`src/sv/i2cmbe_pkg.sv`:
```
// ----------------------------------------------------------------------------
// i2cmbe_pkg
// Shared types and constants for the I2C master bit engine: word layouts,
// command codes and register map.
// ----------------------------------------------------------------------------
package i2cmbe_pkg;

  localparam int BYTE_BITS  = 8;
  localparam int S_TDATA_W  = 16;
  localparam int S_TUSER_W  = 4;
  localparam int M_TDATA_W  = 16;
  localparam int PADDR_W    = 3;
  localparam int PDATA_W    = 32;
  localparam int UNIT_W     = 16;
  localparam int TOUT_W     = 8;

  // command codes
  localparam logic [2:0] CMD_START = 3'd0;
  localparam logic [2:0] CMD_STOP  = 3'd1;
  localparam logic [2:0] CMD_SEND  = 3'd2;
  localparam logic [2:0] CMD_WACK  = 3'd3;
  localparam logic [2:0] CMD_ACK   = 3'd4;
  localparam logic [2:0] CMD_NACK  = 3'd5;
  localparam logic [2:0] CMD_READ  = 3'd6;

  // register index, taken from paddr[2]
  localparam logic REG_TICKS_PER_UNIT = 1'b0;
  localparam logic REG_ACK_TIMEOUT    = 1'b1;

  localparam logic [UNIT_W-1:0] TICKS_PER_UNIT_RST = 16'd72;
  localparam logic [TOUT_W-1:0] ACK_TIMEOUT_RST    = 8'd250;

  // delay lengths in units
  localparam logic [2:0] DLY_LONG  = 3'd4;
  localparam logic [2:0] DLY_MID   = 3'd2;
  localparam logic [2:0] DLY_SHORT = 3'd1;
  localparam logic [2:0] DLY_NONE  = 3'd0;

  // input word, last field in the lowest bits
  typedef struct packed {
    logic [5:0] pad;
    logic       sda_in;
    logic       ack_after_read;
    logic [7:0] tx_byte;
  } in_word_t;

  typedef struct packed {
    logic [2:0] cmd;
    logic       cmd_valid;
  } in_user_t;

  // result word, last field in the lowest bits
  typedef struct packed {
    logic [1:0] pad;
    logic       ack_missing;
    logic [7:0] rx_byte;
    logic       done_res;
    logic       busy_res;
    logic       sda_driving;
    logic       sda_level;
    logic       scl_level;
  } out_word_t;

endpackage

```
`src/sv/i2c_master_bit_engine_core.sv`:
```
// ----------------------------------------------------------------------------
// i2c_master_bit_engine_core
// I2C master line sequencer stepped by one input word per bus tick; each
// tick returns the driven line levels and command status.
// ----------------------------------------------------------------------------
//  channel  | direction | contents
//  ---------+-----------+-----------------------------------------------------
//  s_*      | in        | one tick: command (tuser), byte/ack choice/SDA (tdata)
//  m_*      | out       | one status word per tick
//  APB      | in/out    | ticks_per_unit (addr 0), ack_timeout (addr 4)
//
// One word in, one word out, one word per cycle unless m_tready stalls the
// output: the sequencer state and the result register both update in the
// accepting cycle, and the result is valid in the cycle after acceptance.
// s_tready drops only while a result waits and m_tready is low.
// rst is synchronous; it restores the register defaults and idle lines.
module i2c_master_bit_engine_core (
  input  logic                             clk,
  input  logic                             rst,
  input  logic                             s_tvalid,
  output logic                             s_tready,
  // [7:0] tx_byte, [8] ack_after_read, [9] sda_in, [15:10] zero
  input  logic [i2cmbe_pkg::S_TDATA_W-1:0] s_tdata,
  // [0] cmd_valid, [3:1] cmd
  input  logic [i2cmbe_pkg::S_TUSER_W-1:0] s_tuser,
  output logic                             m_tvalid,
  input  logic                             m_tready,
  // [0] scl_level, [1] sda_level, [2] sda_driving, [3] busy_res,
  // [4] done_res, [12:5] rx_byte, [13] ack_missing, [15:14] zero
  output logic [i2cmbe_pkg::M_TDATA_W-1:0] m_tdata,
  input  logic                             psel,
  input  logic                             penable,
  input  logic                             pwrite,
  input  logic [i2cmbe_pkg::PADDR_W-1:0]   paddr,
  input  logic [i2cmbe_pkg::PDATA_W-1:0]   pwdata,
  output logic [i2cmbe_pkg::PDATA_W-1:0]   prdata,
  output logic                             pready
);
  import i2cmbe_pkg::*;

  typedef enum logic [4:0] {
    PH_IDLE      = 5'd0,
    PH_START_A   = 5'd1,
    PH_START_B   = 5'd2,
    PH_STOP_A    = 5'd3,
    PH_STOP_B    = 5'd4,
    PH_WACK_A    = 5'd5,
    PH_WACK_B    = 5'd6,
    PH_WACK_POLL = 5'd7,
    PH_ACK_A     = 5'd8,
    PH_ACK_B     = 5'd9,
    PH_SEND_A    = 5'd10,
    PH_SEND_B    = 5'd11,
    PH_SEND_C    = 5'd12,
    PH_READ_A    = 5'd13,
    PH_READ_B    = 5'd14,
    PH_READN_A   = 5'd15,
    PH_READN_B   = 5'd16
  } phase_t;

  // configuration
  logic [UNIT_W-1:0] ticks_per_unit;
  logic [TOUT_W-1:0] ack_timeout;
  logic              cfg_wr;

  // sequencer state
  phase_t            phase, phase_next;
  logic [UNIT_W-1:0] unit_counter, unit_counter_next;
  logic [2:0]        delay_units_left, delay_units_left_next;
  logic [3:0]        bit_index, bit_index_next;
  logic [7:0]        shift_reg, shift_reg_next;
  logic [7:0]        rx_reg, rx_reg_next;
  logic [TOUT_W-1:0] timeout_counter, timeout_counter_next;
  logic              scl, scl_next;
  logic              sda, sda_next;
  logic              drv, drv_next;
  logic              ack_flag, ack_flag_next;
  logic              done_next;

  // working values
  in_word_t          in_w;
  in_user_t          in_u;
  out_word_t         res, res_next;
  logic              accept;
  logic [UNIT_W-1:0] tpu_eff;
  logic [UNIT_W:0]   uc_inc;
  logic [3:0]        bi_inc;
  logic [TOUT_W-1:0] tc_inc;
  logic [7:0]        shift_sh;
  logic              with_ack;

  assign in_w     = in_word_t'(s_tdata);
  assign in_u     = in_user_t'(s_tuser);
  assign s_tready = !m_tvalid || m_tready;
  assign accept   = s_tvalid && s_tready;
  assign m_tdata  = res;

  // APB
  assign pready = 1'b1;
  assign cfg_wr = psel && penable && pwrite && pready;
  always_comb begin
    if (paddr[2] == REG_ACK_TIMEOUT) begin
      prdata = {{(PDATA_W-TOUT_W){1'b0}}, ack_timeout};
    end else begin
      prdata = {{(PDATA_W-UNIT_W){1'b0}}, ticks_per_unit};
    end
  end

  assign tpu_eff  = (ticks_per_unit == '0) ? UNIT_W'(1) : ticks_per_unit;
  assign uc_inc   = {1'b0, unit_counter} + (UNIT_W+1)'(1);
  assign bi_inc   = bit_index + 4'd1;
  assign tc_inc   = (timeout_counter == '1) ? timeout_counter
                                            : timeout_counter + TOUT_W'(1);
  assign shift_sh = {shift_reg[6:0], 1'b0};
  assign with_ack = (phase == PH_READ_A) || (phase == PH_READ_B);

  always_comb begin
    phase_next            = phase;
    unit_counter_next     = unit_counter;
    delay_units_left_next = delay_units_left;
    bit_index_next        = bit_index;
    shift_reg_next        = shift_reg;
    rx_reg_next           = rx_reg;
    timeout_counter_next  = timeout_counter;
    scl_next              = scl;
    sda_next              = sda;
    drv_next              = drv;
    ack_flag_next         = ack_flag;
    done_next             = 1'b0;

    if (phase == PH_IDLE) begin
      if (in_u.cmd_valid) begin
        unique case (in_u.cmd)
          CMD_START: begin
            drv_next = 1'b1; sda_next = 1'b1; scl_next = 1'b1;
            phase_next = PH_START_A; delay_units_left_next = DLY_LONG;
            unit_counter_next = '0;
          end
          CMD_STOP: begin
            drv_next = 1'b1; scl_next = 1'b0; sda_next = 1'b0;
            phase_next = PH_STOP_A; delay_units_left_next = DLY_LONG;
            unit_counter_next = '0;
          end
          CMD_SEND: begin
            drv_next = 1'b1; scl_next = 1'b0;
            shift_reg_next = in_w.tx_byte;
            bit_index_next = '0;
            sda_next = in_w.tx_byte[7];
            phase_next = PH_SEND_A; delay_units_left_next = DLY_MID;
            unit_counter_next = '0;
          end
          CMD_WACK: begin
            ack_flag_next = 1'b0;
            drv_next = 1'b0; sda_next = 1'b1;
            phase_next = PH_WACK_A; delay_units_left_next = DLY_SHORT;
            unit_counter_next = '0;
          end
          CMD_ACK, CMD_NACK: begin
            scl_next = 1'b0; drv_next = 1'b1;
            sda_next = (in_u.cmd == CMD_NACK);
            phase_next = PH_ACK_A; delay_units_left_next = DLY_MID;
            unit_counter_next = '0;
          end
          CMD_READ: begin
            drv_next = 1'b0; scl_next = 1'b0;
            shift_reg_next = '0;
            bit_index_next = '0;
            phase_next = in_w.ack_after_read ? PH_READ_A : PH_READN_A;
            delay_units_left_next = DLY_MID;
            unit_counter_next = '0;
          end
          default: ;  // unused code, stay idle
        endcase
      end
    end else if (phase == PH_WACK_POLL) begin
      if (!in_w.sda_in) begin
        scl_next = 1'b0;
        phase_next = PH_IDLE; delay_units_left_next = '0;
        unit_counter_next = '0; done_next = 1'b1;
      end else begin
        timeout_counter_next = tc_inc;
        if (tc_inc > ack_timeout) begin
          ack_flag_next = 1'b1;
          drv_next = 1'b1; scl_next = 1'b0; sda_next = 1'b0;
          phase_next = PH_STOP_A; delay_units_left_next = DLY_LONG;
          unit_counter_next = '0;
        end
      end
    end else begin
      // delay count: one unit every tpu_eff ticks
      if (uc_inc >= {1'b0, tpu_eff}) begin
        unit_counter_next = '0;
        if (delay_units_left != '0) begin
          delay_units_left_next = delay_units_left - 3'd1;
        end
      end else begin
        unit_counter_next = uc_inc[UNIT_W-1:0];
      end

      if (delay_units_left_next == '0) begin
        unit_counter_next = '0;
        unique case (phase)
          PH_START_A: begin
            sda_next = 1'b0;
            phase_next = PH_START_B; delay_units_left_next = DLY_LONG;
          end
          PH_START_B: begin
            scl_next = 1'b0;
            phase_next = PH_IDLE; done_next = 1'b1;
          end
          PH_STOP_A: begin
            scl_next = 1'b1; sda_next = 1'b1;
            phase_next = PH_STOP_B; delay_units_left_next = DLY_LONG;
          end
          PH_STOP_B: begin
            phase_next = PH_IDLE; done_next = 1'b1;
          end
          PH_WACK_A: begin
            scl_next = 1'b1;
            phase_next = PH_WACK_B; delay_units_left_next = DLY_SHORT;
          end
          PH_WACK_B: begin
            timeout_counter_next = '0;
            phase_next = PH_WACK_POLL; delay_units_left_next = DLY_NONE;
          end
          PH_ACK_A: begin
            scl_next = 1'b1;
            phase_next = PH_ACK_B; delay_units_left_next = DLY_MID;
          end
          PH_ACK_B: begin
            scl_next = 1'b0;
            phase_next = PH_IDLE; done_next = 1'b1;
          end
          PH_SEND_A: begin
            scl_next = 1'b1;
            phase_next = PH_SEND_B; delay_units_left_next = DLY_MID;
          end
          PH_SEND_B: begin
            scl_next = 1'b0;
            phase_next = PH_SEND_C; delay_units_left_next = DLY_MID;
          end
          PH_SEND_C: begin
            bit_index_next = bi_inc;
            if (bi_inc >= 4'(BYTE_BITS)) begin
              phase_next = PH_IDLE; done_next = 1'b1;
            end else begin
              shift_reg_next = shift_sh;
              sda_next = shift_sh[7];
              phase_next = PH_SEND_A; delay_units_left_next = DLY_MID;
            end
          end
          PH_READ_A, PH_READN_A: begin
            scl_next = 1'b1;
            shift_reg_next = {shift_reg[6:0], in_w.sda_in};
            phase_next = with_ack ? PH_READ_B : PH_READN_B;
            delay_units_left_next = DLY_SHORT;
          end
          PH_READ_B, PH_READN_B: begin
            bit_index_next = bi_inc;
            if (bi_inc >= 4'(BYTE_BITS)) begin
              // byte complete: ack bit follows straight away
              rx_reg_next = shift_reg;
              scl_next = 1'b0; drv_next = 1'b1; sda_next = !with_ack;
              phase_next = PH_ACK_A; delay_units_left_next = DLY_MID;
            end else begin
              scl_next = 1'b0;
              phase_next = with_ack ? PH_READ_A : PH_READN_A;
              delay_units_left_next = DLY_MID;
            end
          end
          default: begin
            phase_next = PH_IDLE;
          end
        endcase
      end
    end
  end

  always_comb begin
    res_next             = '0;
    res_next.scl_level   = scl_next;
    res_next.sda_level   = sda_next;
    res_next.sda_driving = drv_next;
    res_next.busy_res    = (phase_next != PH_IDLE);
    res_next.done_res    = done_next;
    res_next.rx_byte     = rx_reg_next;
    res_next.ack_missing = ack_flag_next;
  end

  always_ff @(posedge clk) begin
    if (rst) begin
      ticks_per_unit   <= TICKS_PER_UNIT_RST;
      ack_timeout      <= ACK_TIMEOUT_RST;
      phase            <= PH_IDLE;
      unit_counter     <= '0;
      delay_units_left <= '0;
      bit_index        <= '0;
      shift_reg        <= '0;
      rx_reg           <= '0;
      timeout_counter  <= '0;
      scl              <= 1'b1;
      sda              <= 1'b1;
      drv              <= 1'b1;
      ack_flag         <= 1'b0;
      m_tvalid         <= 1'b0;
    end else begin
      if (cfg_wr) begin
        if (paddr[2] == REG_ACK_TIMEOUT) begin
          ack_timeout <= pwdata[TOUT_W-1:0];
        end else begin
          ticks_per_unit <= pwdata[UNIT_W-1:0];
        end
      end
      if (accept) begin
        phase            <= phase_next;
        unit_counter     <= unit_counter_next;
        delay_units_left <= delay_units_left_next;
        bit_index        <= bit_index_next;
        shift_reg        <= shift_reg_next;
        rx_reg           <= rx_reg_next;
        timeout_counter  <= timeout_counter_next;
        scl              <= scl_next;
        sda              <= sda_next;
        drv              <= drv_next;
        ack_flag         <= ack_flag_next;
        m_tvalid         <= 1'b1;
      end else if (m_tready) begin
        m_tvalid <= 1'b0;
      end
    end
  end

  always_ff @(posedge clk) begin
    if (accept) begin
      res <= res_next;
    end
  end

  // a finishing tick always reports idle
  a_done_not_busy: assert property (@(posedge clk) disable iff (rst)
    m_tvalid |-> !(res.done_res && res.busy_res))
    else $error("done and busy reported together");

  // the poll phase never drives SDA
  a_poll_released: assert property (@(posedge clk) disable iff (rst)
    (phase == PH_WACK_POLL) |-> !drv)
    else $error("SDA driven while polling for ack");

  a_delay_range: assert property (@(posedge clk) disable iff (rst)
    delay_units_left <= DLY_LONG)
    else $error("delay count out of range");

  a_bit_range: assert property (@(posedge clk) disable iff (rst)
    bit_index <= 4'(BYTE_BITS))
    else $error("bit index out of range");

  // a timeout raises the flag and launches a stop in the same step
  a_timeout_stop: assert property (@(posedge clk) disable iff (rst)
    $rose(ack_flag) |-> (phase == PH_STOP_A))
    else $error("ack_missing set without stop sequence");

endmodule

```
`config.mk`:
```
export PLATFORM = sky130hd
export DESIGN_NAME = i2c_master_bit_engine_core
export DESIGN_NICKNAME = d
export VERILOG_FILES = /design/src/sv/i2cmbe_pkg.sv /design/src/sv/i2c_master_bit_engine_core.sv
export SDC_FILE = /design/constraint.sdc
export NUM_CORES = 1
export LEC_CHECK = 0
export BUFFER_PORTS_ARGS = -buffer_cell sky130_fd_sc_hd__clkbuf_2
export CAP_MARGIN = 0
export CORE_MARGIN = 4
export CORE_UTILIZATION = 51
export DETAILED_ROUTE_END_ITERATION = 7
export GPL_TIMING_DRIVEN = 0
export HOLD_SLACK_MARGIN = 0.05
export PLACE_DENSITY = 0.83
export SLEW_MARGIN = 10
export SYNTH_ARGS = -nofsm -noshare
export SYNTH_HDL_FRONTEND = slang
export SYNTH_SLANG_ARGS = --single-unit
```
`constraint.sdc`:
```
create_clock -name clk -period 3.9 [get_ports clk]
set_input_delay 0.195 -clock clk [delete_from_list [all_inputs] [get_ports clk]]
set_output_delay 0.195 -clock clk [all_outputs]
set_load 0.005 [all_outputs]
```
# Word-level counts from Yosys, hierarchy flattened
# Cells that the tools add are included.
# word_totals
regBits,95
latch_bits,0
ram_bits,0
mem_bits_ro,0
out_inout_bits,51
elab_cells,205
memories,0
# classes
n_addsub,4
n_mul,0
n_div,0
order_cmp,3
n_eq_ne,32
shifts,0
muxes,99
bitwise,2
reduce_logical,44
# op_table
operator,count
two-way mux 16 bit,10
two-way mux 8 bit,15
one-hot mux 5 bit (10 select lines),1
"== test 5 x 4 -> 1 bit, second input constant",8
two-way mux 3 bit,12
two-way mux 5 bit,7
two-way mux 1 bit,34
one-hot mux 8 bit (2 select lines),2
one-hot mux 5 bit (6 select lines),1
two-way mux 4 bit,7
"== test 5 x 3 -> 1 bit, second input constant",4
OR reduction 5 bit,4
"adder 16 x 1 -> 17 bit, second input constant",1
>= comparator 17 x 16 -> 1 bit,1
zero test 16 bit,1
OR reduction 2 bit,8
one-hot mux 3 bit (5 select lines),1
"== test 5 x 2 -> 1 bit, second input constant",2
"!= test 2 bit, second input constant",5
nonzero test 2 bit,5
"== test 3 bit, second input constant",3
one-hot mux 3 bit (3 select lines),1
OR reduction 3 bit,3
"adder 8 x 1 -> 8 bit, second input constant",1
other kinds (31),47

# Logic depth before layout (Yosys ltp)
# logic_depth
word_depth,11
ltp_mapped,17
depth_no_buf,16

# Least setup slack after synthesis
# Ideal clock, no wire load.
# synth_timing
path_type,register -> register
from,reg unit_counter[2]
to,"reg res, in the netlist m_tdata[3] (data pin)"
arrival_ps,3733
t_required_ps,3630
setup_slack_ps,-103
stages_incl_launch_ff,17
synth_period_minus_slack_ps,4003
path_cell_list,dfxtp_1 nand3_1 nor3_1 and3_1 and2_1 nand2_1 and2_1 or2_2 ha_1 nand4_1 nor2_1 o31a_1 or3_1 or4_1 o311ai_0 o211ai_1 nand4b_1
# synth_lines
element,line_no,rtl
start: declaration,i2c_master_bit_engine_core.sv:68,"logic [UNIT_W-1:0] unit_counter, unit_counter_next;"
start signal: assignment,i2c_master_bit_engine_core.sv:316,unit_counter <= unit_counter_next;
end signal: assignment,i2c_master_bit_engine_core.sv:335,res <= res_next;
end: declaration,i2c_master_bit_engine_core.sv:83,"out_word_t res, res_next;"

==> flow_summary_export.csv <==
group,metric,value,unit
status,outcome,"complete, but fails checks",
status,failed_checks,"setup timing",
yosys,yosysWarnings,0,
yosys,synthCells,761,
drt,routed_wl,19000,um
job,drv_cap,0,
yosys,synth.distinct_cells,69,
worst_setup_path,critPathRequiredTime,4150,ps
grt,grt_max_degree,24,
power,ir_drop,0.000293,V
clock_tree,clock-root-buffer,"clkbuf_16",
grt,grt_pass1_vias,5665,
floorplan,ios,113,
finish,final_cell_area,7470,um2
yosys,async_flop_share,0,%
placed_design,placed_cell_area,6590,um2
clock_tree,clockBufferDepth,2,
worst_setup_path,start_kind,"flop",
clock_tree,cts_buffers,9,
drt,viasPerCell,6.20,
yosys,syn_area,6010,um2
placed_design,dp_hpwl,12600,um
finish,area_growth,24.4,%
drt,dr.pass1.iters,7,
finish,fin_util,65.2,%
floorplan,coreArea,11500,um2
floorplan,die_w,117,um
floorplan,initial_utilization,52.4,%
clock_tree,clk_latency,360,ps
sta,tns,-371,ps
sta,fin_skew,11.2,ps
drt,vias,6409,
grt,grt_use_total,26.4,%
finish,diodes,0,
sta,post-route-period-util,101,%
finish,final_net_count,978,
yosys,synthFlopType,"dfxtp_1",
sta,max_slew_margin,16.6,%
yosys,yosysSeqAreaShare,34.0,%
clock_tree,cts.clk_slew.worst_paths,70,ps
floorplan,die_h,117,um
hold_path,holdPathStages,3,
drt,drt_iter0_markers,742,
power,finalPower,2.51,mW
clock_tree,clock_sinks,95,
drt,drc,0,
worst_setup_path,r2r_cells,17,
sta,setup_viol,12,
finish,final_cells,1034,
yosys,synth_edf_count,14,
clock_tree,cts_tree,"done",
power,p_leak,3.07,nW
finish,fillCellCount,921,
yosys,ys_seq_elements,95,
drt,routedWlPerCell,18.4,um
sta,rsz0062_at_grt,"true",
sta,drv_slew,0,
power,p_per_area,336,nW/um2
sta,hold_violations,0,
placed_design,placedCellCount,988,
sta,max_freq,0.253,GHz
placed_design,place_ws,-640,ps
clock_tree,cts_max_level,3,
hold_path,min_path_type,"input port to flop",
floorplan,die-area,13600,um2
placed_design,port_buffers,67,
grt,grt_pass1_wl,28300,um
worst_setup_path,crit_type,"flop to flop",
clock_tree,postCtsHoldBufs,0,
worst_setup_path,end_kind,"flop",
sta,worstMarginPinSlew,1240,ps
sta,min_period,3960,ps
grt,overflow,0,
drt,ant_nets,0,
sta,worst_hold_slack,54.3,ps
floorplan,rows,39,
grt,antenna_found_initial,0,
placed_design,gp_congestion,0.996,
worst_setup_path,worst-path-max-fanout,4,
finish,final_layout_size_suffix_gt1_share,22.2,%
yosys,avgSynthCellArea,7.90,um2
worst_setup_path,cp.arrival,4200,ps
sta,worst_slack,-55.9,ps
==> layout by cell type (no fill, tap or decap), types with 7 or more instances in the layout <==
cell,instances
mux2i_1,8
inv_1,36
edfxtp_1,14
dfxtp_1,74
o21ai_0,31
mux2_2,10
clkbuf_16,9
xnor2_1,15
ha_1,28
dfxtp_4,7
nand2b_1,10
xor2_1,9
nor2_1,86
a31oi_1,15
nand3_1,26
clkbuf_2,68
nand2_1,83
buf_4,47
conb_1,19
a22oi_1,10
nor3_1,16
clkbuf_1,30
a211oi_1,12
a21oi_1,61
a211o_1,9
nand4_1,15
==> layout make-up <==
| type | count | area, um2 | share of cell area (%) |
|---|---|---|---|
| buffer | 57 | 299 | 4.00 |
| clock buffer | 10 | 229 | 3.06 |
| clock inverter | 6 | 91.3 | 1.22 |
| inverter | 36 | 135 | 1.81 |
| multi-input combinational | 590 | 3870 | 51.8 |
| sequential | 95 | 2070 | 27.7 |
| tap | 143 | 179 | 2.39 |
| timing repair buffer | 97 | 598 | 8.00 |
==> where the power goes <==
part	internal (mW)	switching, mW
clock	0.567	0.403
combinational	0.167	0.321
sequential	1.02	0.0259
total	1.76	0.750
==> worst paths after layout <==
path	endpoint	start	slack, ps
setup reg to reg	scl	unit_counter[1]	-60
hold reg to reg	ack_flag	ack_flag	470
hold / removal	ticks_per_unit[11]	pwdata[11]	50
setup / recovery	scl	unit_counter[1]	-60
==> worst max-delay path: stages, from the launching register on <==
cell and delay, ps:
dfxtp_4 390, nand3_4 110, nor3_4 180, and3_4 210, and2_4 170, nand2_2 70, and2_4 160, or2_4 230
ha_4 230, nand4_1 160, nor2_1 70, o31a_1 330, or3_4 420, buf_4 160, or4_1 520, nand4_1 130
a31oi_2 140, a21bo_1 190
==> cells in the mapped netlist (all sizes together), types with 8 or more instances <==
| cell | number | share of area (%) |
|---|---|---|
| o21ai | 32 | 2.7 |
| clkbuf | 30 | 1.9 |
| inv | 36 | 2.2 |
| nand2b | 10 | 1.0 |
| nand4 | 15 | 1.6 |
| nor3 | 20 | 1.8 |
| dfxtp | 81 | 27 |
| a211oi | 13 | 1.8 |
| nor2 | 91 | 5.7 |
| a211o | 9 | 1.3 |
| nand2 | 88 | 5.5 |
| ha | 30 | 6.2 |
| a31oi | 17 | 1.9 |
| edfxtp | 14 | 7.0 |
| mux2i | 8 | 1.3 |
| xnor2 | 16 | 2.3 |
| nand3 | 31 | 2.7 |
| xor2 | 9 | 1.3 |
| buf | 27 | 3.0 |
| a21oi | 64 | 5.4 |
| a22oi | 10 | 1.2 |
| mux2 | 10 | 1.9 |
==> metal layers <==
layer / GRT usage, % / routed length, um / vias to the layer above
met5: 0 / 0 / -
met4: 12.2 / 908 / 0
met3: 6.06 / 1790 / 90
met2: 41.4 / 8750 / 404
met1: 34.6 / 7560 / 2948
li1: - / - / 2967
==> repair_timing <==
| action | 4_1_cts | 5_1_grt |
|---|---|---|
| pin swaps | 11 | 26 |
| setup buffers | 19 | 11 |
| resized for setup | 31 | 41 |
| endpoints found under the setup margin | 67 | 66 |
==> cell families (layout without fill, tap and decap cells) <==
family	Yosys count	in the layout	synth area share, %
and+or+nand+nor	297	297	23.5
AOI/OAI and AO/OA	201	201	22.2
DFF	95	95	34.0
buffers and inverters	93	206	7.10
adders and majority gates	30	30	6.25
xor gates and xnor gates	25	25	3.64
muxes	18	18	3.21
other	2	19	0.125
No activity file was read; power rests on OpenSTA's default activity.
